<file path="config.mk">
export PLATFORM = sky130hd
export DESIGN_NAME = cordic_cartesian_to_polar_top
export DESIGN_NICKNAME = d
export VERILOG_FILES = /design/src/hw/rtl/ccp_pkg.sv /design/src/hw/rtl/cordic_cartesian_to_polar_top.sv /design/src/hw/rtl/ccp_prerot.sv /design/src/hw/rtl/ccp_stage.sv /design/src/hw/rtl/ccp_post.sv
export SDC_FILE = /design/constraint.sdc
export NUM_CORES = 2
export LEC_CHECK = 0
export BUFFER_PORTS_ARGS = -buffer_cell sky130_fd_sc_hd__buf_2
export CAP_MARGIN = 20
export CORE_UTILIZATION = 45
export DETAILED_ROUTE_END_ITERATION = 7
export MAX_ROUTING_LAYER = met4
export PLACE_DENSITY = 0.65
export SETUP_SLACK_MARGIN = 0.5
export SLEW_MARGIN = 10
export SYNTH_ARGS = -nofsm -noshare
export SYNTH_HDL_FRONTEND = slang
export SYNTH_SLANG_ARGS = --single-unit
export TNS_END_PERCENT = 5
</file>
<file path="constraint.sdc">
create_clock -name clk -period 44.7 [get_ports clk]
set_input_delay 8.94 -clock clk [delete_from_list [all_inputs] [get_ports clk]]
set_output_delay 8.94 -clock clk [all_outputs]
set_load 0.02 [all_outputs]
</file>
<file path="src/hw/rtl/ccp_pkg.sv">
// Shared types, constants and the arctangent table for the CORDIC
// Cartesian-to-polar pipeline. No dependencies.
`default_nettype none

package ccp_pkg;

  localparam int DATA_W     = 16;
  localparam int ITERATIONS = 11;
  localparam int IDX_W      = $clog2(ITERATIONS);

  localparam logic signed [DATA_W-1:0] PI_Q13 = 16'sd25735;

  typedef logic signed [DATA_W-1:0] data_t;

  typedef struct packed {
    logic x_neg;
    logic y_neg;
  } side_t;

  function automatic data_t atan_q13(input logic [IDX_W-1:0] idx);
    data_t res;
    case (idx)
      4'd0:    res = 16'sd6433;
      4'd1:    res = 16'sd3798;
      4'd2:    res = 16'sd2006;
      4'd3:    res = 16'sd1018;
      4'd4:    res = 16'sd511;
      4'd5:    res = 16'sd255;
      4'd6:    res = 16'sd127;
      4'd7:    res = 16'sd63;
      4'd8:    res = 16'sd31;
      4'd9:    res = 16'sd15;
      4'd10:   res = 16'sd7;
      default: res = 16'sd0;
    endcase
    return res;
  endfunction

endpackage

`default_nettype wire

</file>
<file path="src/hw/rtl/cordic_cartesian_to_polar_top.sv">
// CORDIC vectoring pipeline converting (x, y) Q3.13 to magnitude and angle.
// Stages: input stage, one stage per micro-rotation (11), output stage.
// Throughput is one request per cycle; a stall at the output freezes the whole pipeline.
// Reset (rst_n low, synchronous) clears all valid bits; payload registers are not reset.
// Depends on ccp_pkg, ccp_prerot, ccp_stage and ccp_post.
`default_nettype none

module cordic_cartesian_to_polar_top (
  input  wire logic                clk,
  input  wire logic                rst_n,
  input  wire logic                in_valid,
  output logic                     in_ready,
  input  wire logic signed [15:0]  in_x_coord,
  input  wire logic signed [15:0]  in_y_coord,
  output logic                     out_valid,
  input  wire logic                out_ready,
  output logic signed [15:0]       out_magnitude,
  output logic signed [15:0]       out_angle
);

  logic           en;
  logic           s_valid [ccp_pkg::ITERATIONS+1];
  ccp_pkg::data_t s_x     [ccp_pkg::ITERATIONS+1];
  ccp_pkg::data_t s_y     [ccp_pkg::ITERATIONS+1];
  ccp_pkg::data_t s_th    [ccp_pkg::ITERATIONS+1];
  ccp_pkg::side_t s_side  [ccp_pkg::ITERATIONS+1];

  assign en       = !out_valid || out_ready;
  assign in_ready = en;

  assign s_th[0] = '0;

  ccp_prerot u_prerot (
    .clk     (clk),
    .rst_n   (rst_n),
    .en      (en),
    .valid_i (in_valid),
    .x_i     (in_x_coord),
    .y_i     (in_y_coord),
    .valid_o (s_valid[0]),
    .x_o     (s_x[0]),
    .y_o     (s_y[0]),
    .side_o  (s_side[0])
  );

  for (genvar i = 0; i < ccp_pkg::ITERATIONS; i++) begin : g_stage
    ccp_stage u_stage (
      .clk     (clk),
      .rst_n   (rst_n),
      .en      (en),
      .idx     (ccp_pkg::IDX_W'(i)),
      .valid_i (s_valid[i]),
      .x_i     (s_x[i]),
      .y_i     (s_y[i]),
      .th_i    (s_th[i]),
      .side_i  (s_side[i]),
      .valid_o (s_valid[i+1]),
      .x_o     (s_x[i+1]),
      .y_o     (s_y[i+1]),
      .th_o    (s_th[i+1]),
      .side_o  (s_side[i+1])
    );
  end

  ccp_post u_post (
    .clk     (clk),
    .rst_n   (rst_n),
    .en      (en),
    .valid_i (s_valid[ccp_pkg::ITERATIONS]),
    .x_i     (s_x[ccp_pkg::ITERATIONS]),
    .th_i    (s_th[ccp_pkg::ITERATIONS]),
    .side_i  (s_side[ccp_pkg::ITERATIONS]),
    .valid_o (out_valid),
    .mag_o   (out_magnitude),
    .ang_o   (out_angle)
  );

  a_reset_clears: assert property (@(posedge clk)
    !rst_n |=> !out_valid)
    else $error("output valid set right after reset");

  a_ready_rule: assert property (@(posedge clk) disable iff (!rst_n)
    in_ready == (!out_valid || out_ready))
    else $error("input ready does not follow the pipeline enable");

  a_accept_enters: assert property (@(posedge clk) disable iff (!rst_n)
    (in_valid && in_ready) |=> s_valid[0])
    else $error("accepted request did not enter the pipeline");

  a_stall_holds: assert property (@(posedge clk) disable iff (!rst_n)
    (!en && s_valid[ccp_pkg::ITERATIONS]) |=> s_valid[ccp_pkg::ITERATIONS])
    else $error("stalled request dropped from the last rotation stage");

endmodule

`default_nettype wire

</file>
<file path="src/hw/rtl/ccp_prerot.sv">
// Input register stage with the 180 degree pre-rotation for negative x.
// Depends on ccp_pkg.
`default_nettype none

module ccp_prerot (
  input  wire logic           clk,
  input  wire logic           rst_n,
  input  wire logic           en,
  input  wire logic           valid_i,
  input  wire ccp_pkg::data_t x_i,
  input  wire ccp_pkg::data_t y_i,
  output logic                valid_o,
  output ccp_pkg::data_t      x_o,
  output ccp_pkg::data_t      y_o,
  output ccp_pkg::side_t      side_o
);

  logic           valid_r;
  ccp_pkg::data_t x_r, x_nxt;
  ccp_pkg::data_t y_r, y_nxt;
  ccp_pkg::side_t side_r, side_nxt;

  always_comb begin
    side_nxt.x_neg = x_i[ccp_pkg::DATA_W-1];
    side_nxt.y_neg = y_i[ccp_pkg::DATA_W-1];
    if (side_nxt.x_neg) begin
      x_nxt = -x_i;
      y_nxt = -y_i;
    end else begin
      x_nxt = x_i;
      y_nxt = y_i;
    end
  end

  always_ff @(posedge clk) begin
    if (!rst_n) begin
      valid_r <= 1'b0;
    end else if (en) begin
      valid_r <= valid_i;
    end
  end

  always_ff @(posedge clk) begin
    if (en) begin
      x_r    <= x_nxt;
      y_r    <= y_nxt;
      side_r <= side_nxt;
    end
  end

  assign valid_o = valid_r;
  assign x_o     = x_r;
  assign y_o     = y_r;
  assign side_o  = side_r;

  // After the pre-rotation x is non-negative, except for the most negative value.
  a_x_nonneg: assert property (@(posedge clk) disable iff (!rst_n)
    valid_r |-> (!x_r[ccp_pkg::DATA_W-1] || x_r == 16'sh8000))
    else $error("pre-rotated x is negative");

endmodule

`default_nettype wire

</file>
<file path="src/hw/rtl/ccp_stage.sv">
// One CORDIC vectoring micro-rotation with its pipeline register.
// Depends on ccp_pkg.
`default_nettype none

module ccp_stage (
  input  wire logic                          clk,
  input  wire logic                          rst_n,
  input  wire logic                          en,
  input  wire logic [ccp_pkg::IDX_W-1:0]     idx,
  input  wire logic                          valid_i,
  input  wire ccp_pkg::data_t                x_i,
  input  wire ccp_pkg::data_t                y_i,
  input  wire ccp_pkg::data_t                th_i,
  input  wire ccp_pkg::side_t                side_i,
  output logic                               valid_o,
  output ccp_pkg::data_t                     x_o,
  output ccp_pkg::data_t                     y_o,
  output ccp_pkg::data_t                     th_o,
  output ccp_pkg::side_t                     side_o
);

  logic           valid_r;
  ccp_pkg::data_t x_r, x_nxt;
  ccp_pkg::data_t y_r, y_nxt;
  ccp_pkg::data_t th_r, th_nxt;
  ccp_pkg::side_t side_r;
  ccp_pkg::data_t dx;
  ccp_pkg::data_t dy;
  ccp_pkg::data_t atan_val;

  always_comb begin
    dx       = y_i >>> idx;
    dy       = x_i >>> idx;
    atan_val = ccp_pkg::atan_q13(idx);
    if (!y_i[ccp_pkg::DATA_W-1]) begin
      x_nxt  = x_i + dx;
      y_nxt  = y_i - dy;
      th_nxt = th_i + atan_val;
    end else begin
      x_nxt  = x_i - dx;
      y_nxt  = y_i + dy;
      th_nxt = th_i - atan_val;
    end
  end

  always_ff @(posedge clk) begin
    if (!rst_n) begin
      valid_r <= 1'b0;
    end else if (en) begin
      valid_r <= valid_i;
    end
  end

  always_ff @(posedge clk) begin
    if (en) begin
      x_r    <= x_nxt;
      y_r    <= y_nxt;
      th_r   <= th_nxt;
      side_r <= side_i;
    end
  end

  assign valid_o = valid_r;
  assign x_o     = x_r;
  assign y_o     = y_r;
  assign th_o    = th_r;
  assign side_o  = side_r;

endmodule

`default_nettype wire

</file>
<file path="src/hw/rtl/ccp_post.sv">
// Output register stage: gain correction of the radius and quadrant fix of the angle.
// Depends on ccp_pkg.
`default_nettype none

module ccp_post (
  input  wire logic           clk,
  input  wire logic           rst_n,
  input  wire logic           en,
  input  wire logic           valid_i,
  input  wire ccp_pkg::data_t x_i,
  input  wire ccp_pkg::data_t th_i,
  input  wire ccp_pkg::side_t side_i,
  output logic                valid_o,
  output ccp_pkg::data_t      mag_o,
  output ccp_pkg::data_t      ang_o
);

  logic           valid_r;
  ccp_pkg::data_t mag_r, mag_nxt;
  ccp_pkg::data_t ang_r, ang_nxt;

  always_comb begin
    mag_nxt = (x_i >>> 1) + (x_i >>> 3) - (x_i >>> 6) - (x_i >>> 9);
    if (!side_i.x_neg) begin
      ang_nxt = th_i;
    end else if (!side_i.y_neg) begin
      ang_nxt = th_i + ccp_pkg::PI_Q13;
    end else begin
      ang_nxt = th_i - ccp_pkg::PI_Q13;
    end
  end

  always_ff @(posedge clk) begin
    if (!rst_n) begin
      valid_r <= 1'b0;
    end else if (en) begin
      valid_r <= valid_i;
    end
  end

  always_ff @(posedge clk) begin
    if (en) begin
      mag_r <= mag_nxt;
      ang_r <= ang_nxt;
    end
  end

  assign valid_o = valid_r;
  assign mag_o   = mag_r;
  assign ang_o   = ang_r;

endmodule

`default_nettype wire

</file>
Word-level counts from Yosys, hierarchy flattened
Memory sizes are Yosys's and may differ from the RTL's.
Cells that the tools add are included.
{"block": "word_totals", "memories": 11, "word_cells": 192, "latch_bits": 0, "out_inout_bits": 34, "ram_bits": 0, "romBits": 2288, "regBits": 613, "in_bits": 36}
{"name": "(name not given)", "words": 16, "word_bits": 13, "read_ports": 1, "rd_clocked_by_memory_dff": 0, "wr": 0, "line_no": "ccp_pkg.sv:22", "rtl": "case (idx)"}
{"name": "(name not given)", "words": 16, "word_bits": 13, "read_ports": 1, "rd_clocked_by_memory_dff": 0, "wr": 0, "line_no": "ccp_pkg.sv:22"}
{"name": "(name not given)", "words": 16, "word_bits": 13, "read_ports": 1, "rd_clocked_by_memory_dff": 0, "wr": 0, "line_no": "ccp_pkg.sv:22"}
{"name": "(name not given)", "words": 16, "word_bits": 13, "read_ports": 1, "rd_clocked_by_memory_dff": 0, "wr": 0, "line_no": "ccp_pkg.sv:22"}
{"name": "(name not given)", "words": 16, "word_bits": 13, "read_ports": 1, "rd_clocked_by_memory_dff": 0, "wr": 0, "line_no": "ccp_pkg.sv:22"}
{"name": "(name not given)", "words": 16, "word_bits": 13, "read_ports": 1, "rd_clocked_by_memory_dff": 0, "wr": 0, "line_no": "ccp_pkg.sv:22"}
{"name": "+5 memories"}
{"block": "classes", "n_div": 0, "bitwise": 0, "n_reduce_logical": 2, "shift": 0, "muxes": 36, "eq_ne": 0, "mul": 0, "addsub": 69, "magnitude_cmp": 0}
{"cell": "$mux W16", "count": 35}
{"cell": "$sub A16 B16 Y16", "count": 12}
{"cell": "$add A16 B16 Y16", "count": 11}
{"cell": "$sub A16 B10 Y16", "count": 3}
{"cell": "$sub A16 B7 Y16", "count": 3}
{"cell": "$add A16 B10 Y16", "count": 2}
{"cell": "$add A16 B11 Y16", "count": 2}
{"cell": "$add A16 B12 Y16", "count": 2}
{"cell": "$add A16 B13 Y16", "count": 2}
{"cell": "$add A16 B14 Y16", "count": 2}
{"cell": "$add A16 B15 Y16", "count": 2}
{"cell": "$add A16 B7 Y16", "count": 2}
{"cell": "$add A16 B8 Y16", "count": 2}
{"cell": "$add A16 B9 Y16", "count": 2}
{"cell": "$neg A16 Y16", "count": 2}
{"cell": "$sub A16 B11 Y16", "count": 2}
{"cell": "$sub A16 B12 Y16", "count": 2}
{"cell": "$sub A16 B13 Y16", "count": 2}
{"cell": "$sub A16 B14 Y16", "count": 2}
{"cell": "$sub A16 B15 Y16", "count": 2}
{"cell": "$sub A16 B8 Y16", "count": 2}
{"cell": "$sub A16 B9 Y16", "count": 2}
{"cell": "$add A15 B13 Y16", "count": 1}
{"cell": "$add A16 B16 Y16 const B", "count": 1}
{"cell": "7 further kinds", "count": 7}

Depth between registers and ports, before layout
{"block": "depth", "word_depth": 3, "mapped_depth": 15, "ltp_nobuf": 15}

Modules after synthesis
Synthesis repeated with hierarchy kept, for this count alone.
{"block": "unflattened", "cells_unflattened": 7627, "hier_area_um2": 73186.4}
{"module": "ccp_stage at g_stage[0].u_stage ...", "seq_area_each_um2": 1521.5, "area_each_um2": 6122.1, "instances": 4, "cells_per_inst": 642}
{"module": "ccp_stage at g_stage[9].u_stage", "seq_area_each_um2": 1521.5, "area_each_um2": 6369.9, "instances": 1, "cells_per_inst": 645}
{"module": "ccp_stage at g_stage[1].u_stage", "seq_area_each_um2": 1521.5, "area_each_um2": 6321.1, "instances": 1, "cells_per_inst": 682}
{"module": "ccp_stage at g_stage[7].u_stage", "seq_area_each_um2": 1521.5, "area_each_um2": 6228.5, "instances": 1, "cells_per_inst": 655}
{"module": "ccp_stage at g_stage[10].u_stage", "seq_area_each_um2": 1521.5, "area_each_um2": 6211.0, "instances": 1, "cells_per_inst": 640}
{"module": "ccp_stage at g_stage[6].u_stage", "seq_area_each_um2": 1521.5, "area_each_um2": 6167.2, "instances": 1, "cells_per_inst": 668}
{"module": "ccp_stage at g_stage[8].u_stage", "seq_area_each_um2": 1521.5, "area_each_um2": 6164.7, "instances": 1, "cells_per_inst": 653}
{"module": "ccp_stage at g_stage[2].u_stage", "seq_area_each_um2": 1521.5, "area_each_um2": 6105.9, "instances": 1, "cells_per_inst": 646}
{"module": "ccp_post", "seq_area_each_um2": 980.9, "area_each_um2": 3303.2, "instances": 1, "cells_per_inst": 324}
{"module": "ccp_prerot", "seq_area_each_um2": 1041.0, "area_each_um2": 1813.0, "instances": 1, "cells_per_inst": 143}
{"module": "cordic_cartesian_to_polar_top", "seq_area_each_um2": 0.0, "area_each_um2": 13.8, "instances": 1, "cells_per_inst": 3}

Worst setup path before layout
Ideal clock, no wire load.
{"block": "synth_path", "path_kind": "input to output", "startpoint": "input port out_ready", "endpoint": "output port in_ready", "cell_stages": 3, "required_time_ns": 35.760, "arrival_ns": 24.674, "setup_slack_ns": 11.086, "path_buffers": 1, "cell_sequence": "nor2b_1 inv_1 clkbuf_1"}
{"block": "synth_between", "elab_chain_cells": 1}
{"element": "start, declared", "line_no": "cordic_cartesian_to_polar_top.sv:16", "rtl": "input wire logic out_ready,"}
{"element": "$logic_or A1 B1 Y1", "line_no": "cordic_cartesian_to_polar_top.sv:28", "rtl": "assign en = !out_valid || out_ready;"}
{"element": "end, declared", "line_no": "cordic_cartesian_to_polar_top.sv:12", "rtl": "output logic in_ready,"}
No other way between the ends.

Final worst setup path
Same ends and word-level chain as after synthesis.

==> flow_metrics.py <==
metrics = {
    "yosys": {
        "avgSynthCellArea_um2": 9.96,
        "syn_nets": 5125,
        "synth_flop_cell": "edfxtp_1",
        "synth_top_area_frac": 0.377,
        "ys_ff_latch": 578,
        "synth_edf_count": 565,
        "ys_seq_area_frac": 0.383,
        "ys_types": 91,
        "yosysTopAreaCell": "edfxtp_1",
        "syn_inst": 4520,
        "synth_area_leaders": "edfxtp_1, ha_1, xnor2_1",
        "syn_area_mm2": 0.0450,
        "async_flop_share": 0,
        "yosys_warnings": 0,
    },
    "floorplan": {
        "die_h_um": 318,
        "initial_core_util": 0.456,
        "die_x_um": 318,
        "core-area_mm2": 0.0987,
        "ios": 70,
        "rows": 115,
        "die_area_mm2": 0.101,
    },
    "clock_network": {
        "clock_latency_ns": 0.65,
        "cts_made_buffers": 73,
        "cts-hold-fix-buffers": 0,
        "clockBufferDepth": 3,
        "cts.clk_slew.worst_paths_ns": 0.06,
        "cts_root_buffer": "clkbuf_16",
        "post_cts_buffers": 0,
        "cts_tree": "built",
        "cts_num_sinks": 578,
        "cts_resized": 0,
        "ctsHtreeMaxLevel": 3,
    },
    "sta": {
        "hold_viol": 0,
        "timing.final.crit_share": 0.430,
        "setup_tns_ns": 0,
        "setup_violations": 0,
        "slew_viol_final": 0,
        "max_freq_mhz": 52.1,
        "rsz0062_at_grt": "no",
        "worst_pin_slew_ns": 1.05,
        "slew_headroom": 0.299,
        "layout_min_cycle_time_ns": 19.20,
        "whs_ns": 0.416,
        "finClkSkew_ns": 0.0371,
    },
    "worst_setup_path": {
        "crit_path_end_kind": "output port",
        "startpoint_type": "input port",
        "cp_data_required_time_ns": 35.76,
        "rrSetupSlack_ns": 40.29,
        "worstSetupPathType": "in -> out",
        "critical_path.max_fanout": 140,
        "worstPathArrival_ns": 10.26,
    },
    "global_route": {
        "grt_overflow": 0,
        "grt_usage": 0.192,
        "antenna_found_initial": 0,
        "grt_pass1_vias": 31500,
        "grt_max_degree": 141,
        "grt_pass1_wl_mm": 157,
    },
    "place": {
        "place_area_mm2": 0.0468,
        "gp_congestion": 0.913,
        "dp_hpwl_mm": 73.6,
        "place.port_buffers": 69,
    },
    "layout": {
        "fin_util": 0.499,
        "antenna-diode-count": 0,
        "fill_cells": 8939,
        "syn2layout_area_growth_pct": 9.38,
        "multi_input_area_mm2": 0.0264,
        "regArea_mm2": 0.0172,
        "fin_area_mm2": 0.0492,
        "layout.nets": 5218,
        "drive_above_1_share": 0.0565,
    },
    "detailed_routing": {
        "wl_mm": 96.0,
        "avgRoutedWirePerCell_um": 16.1,
        "drc": 0,
        "drt_iter0_drc": 2031,
        "first_pass_iters": 5,
        "vias": 33100,
        "ant_nets": 0,
        "vias_per_cell": 5.56,
    },
    "flow_run": {
        "maxCapViolations": 0,
    },
    "min_path": {
        "worstHoldPathType": "reg -> reg",
    },
    "outcome": {
        "status": "finished clean",
    },
}
[sequential cells by signal, summed over array words and instances, names as in the netlist, 11 cells and up]
signal / cells
u_prerot.x_o: 16
u_post.ang_o: 16
g_stage.u_stage.side_o: 22
u_post.mag_o: 16
g_stage.u_stage.valid_o: 11
g_stage.u_stage.y_o: 150
u_prerot.y_o: 16
g_stage.u_stage.th_o: 153
g_stage.u_stage.x_o: 174
[cell usage after synthesis (28+ instances only)]
| cell | instances |
|---|---|
| a21oi_1 | 405 |
| edfxtp_1 | 565 |
| o21bai_1 | 46 |
| a21o_1 | 106 |
| xor2_1 | 178 |
| o31ai_1 | 36 |
| or3_1 | 32 |
| o21ai_0 | 239 |
| nor4_1 | 42 |
| inv_1 | 309 |
| nor3_1 | 128 |
| a211oi_1 | 41 |
| a21boi_0 | 28 |
| nand3_1 | 63 |
| xnor2_1 | 397 |
| o21a_1 | 67 |
| and2_1 | 30 |
| nor2b_1 | 66 |
| ha_1 | 519 |
| nor2_1 | 375 |
| nand2_1 | 254 |
| fa_1 | 50 |
| clkbuf_1 | 50 |
| a31oi_1 | 36 |
| nand2b_1 | 62 |
[cell families after synthesis]
| logic type | synth area share |
|---|---|
| AOI/OAI and AO/OA | 0.169 |
| and+or+nand+nor | 0.127 |
| DFF | 0.383 |
| xor gates and xnor gates | 0.112 |
| adders and majority gates | 0.166 |
| buffers and inverters | 0.0319 |
| muxes | 0.0111 |
[layout by cell type, fill, tap and decap left out, drive strengths merged, types with 14 or more instances in the layout]
| cell type | synthesis | final |
|---|---|---|
| xnor2 | 397 | 397 |
| buf | 20 | 88 |
| and3 | 28 | 28 |
| a2111oi | 14 | 14 |
| ha | 519 | 519 |
| fa | 50 | 50 |
| nand2 | 254 | 254 |
| nand4 | 22 | 22 |
| xor2 | 179 | 179 |
| clkbuf | 50 | 89 |
| a211oi | 44 | 44 |
| a21oi | 405 | 405 |
| o31ai | 36 | 36 |
| clkinv | 2 | 29 |
| nand3 | 63 | 63 |
| mux2 | 23 | 23 |
| a21o | 107 | 107 |
| o21a | 67 | 67 |
| a31oi | 36 | 36 |
| a21boi | 29 | 29 |
| o21ai | 247 | 247 |
| or3 | 34 | 34 |
| o41ai | 16 | 16 |
| edfxtp | 565 | 565 |
| o21bai | 47 | 47 |
| mux2i | 24 | 24 |
| nand2b | 62 | 62 |
| nor2 | 376 | 376 |
| inv | 309 | 315 |
| o211ai | 24 | 24 |
| and2 | 30 | 30 |
| nor2b | 66 | 66 |
| nor4 | 44 | 44 |
| nor3 | 128 | 128 |
[final cells by class]
class	count	share of cell area
Clock inverter	44	0.00955
Clock buffer	89	0.0387
Sequential cell	578	0.350
Timing Repair Buffer	88	0.0101
Multi-Input combinational cell	3561	0.535
Inverter	311	0.0239
Tap cell	1287	0.0327
[metal layers]
| metal | GRT usage | vias to the layer above | share of wire |
|---|---|---|---|
| met4 | 0.0495 | 0 | 0.021 |
| met5 | - | - | 0 |
| li1 | - | 16800 | - |
| met3 | 0.0254 | 134 | 0.040 |
| met2 | 0.331 | 559 | 0.49 |
| met1 | 0.238 | 15700 | 0.45 |
[final timing paths]
path	start	to	depth (start not counted)
worst min-delay path	g_stage[2].u_stage.side_o[0]	g_stage[3].u_stage.side_o[0]	0
worst min register to register	g_stage[2].u_stage.side_o[0]	g_stage[3].u_stage.side_o[0]	0
worst max-delay path	out_ready	in_ready	5
worst max register to register	u_post.valid_o	g_stage[9].u_stage.th_o[5]	6
[critical path, stage by stage]
cell and delay, ns:
buf_2 0.07, nor2b_1 0.09, buf_4 0.20, inv_8 0.65, buf_2 0.31
[metrics by stage]
stage | worst slack [ns] | std cells
6_report | 25.50 | 5958
5_1_grt | 25.31 | 5958
4_1_cts | 24.85 | 5956
3_5_place_dp | 24.85 | 5823
3_3_place_gp | 24.86 | 5823
2_1_floorplan | 11.09 | 4520
Power is not shown: default switching activity piles up to over one toggle a cycle in this logic, so the estimate is an artifact.
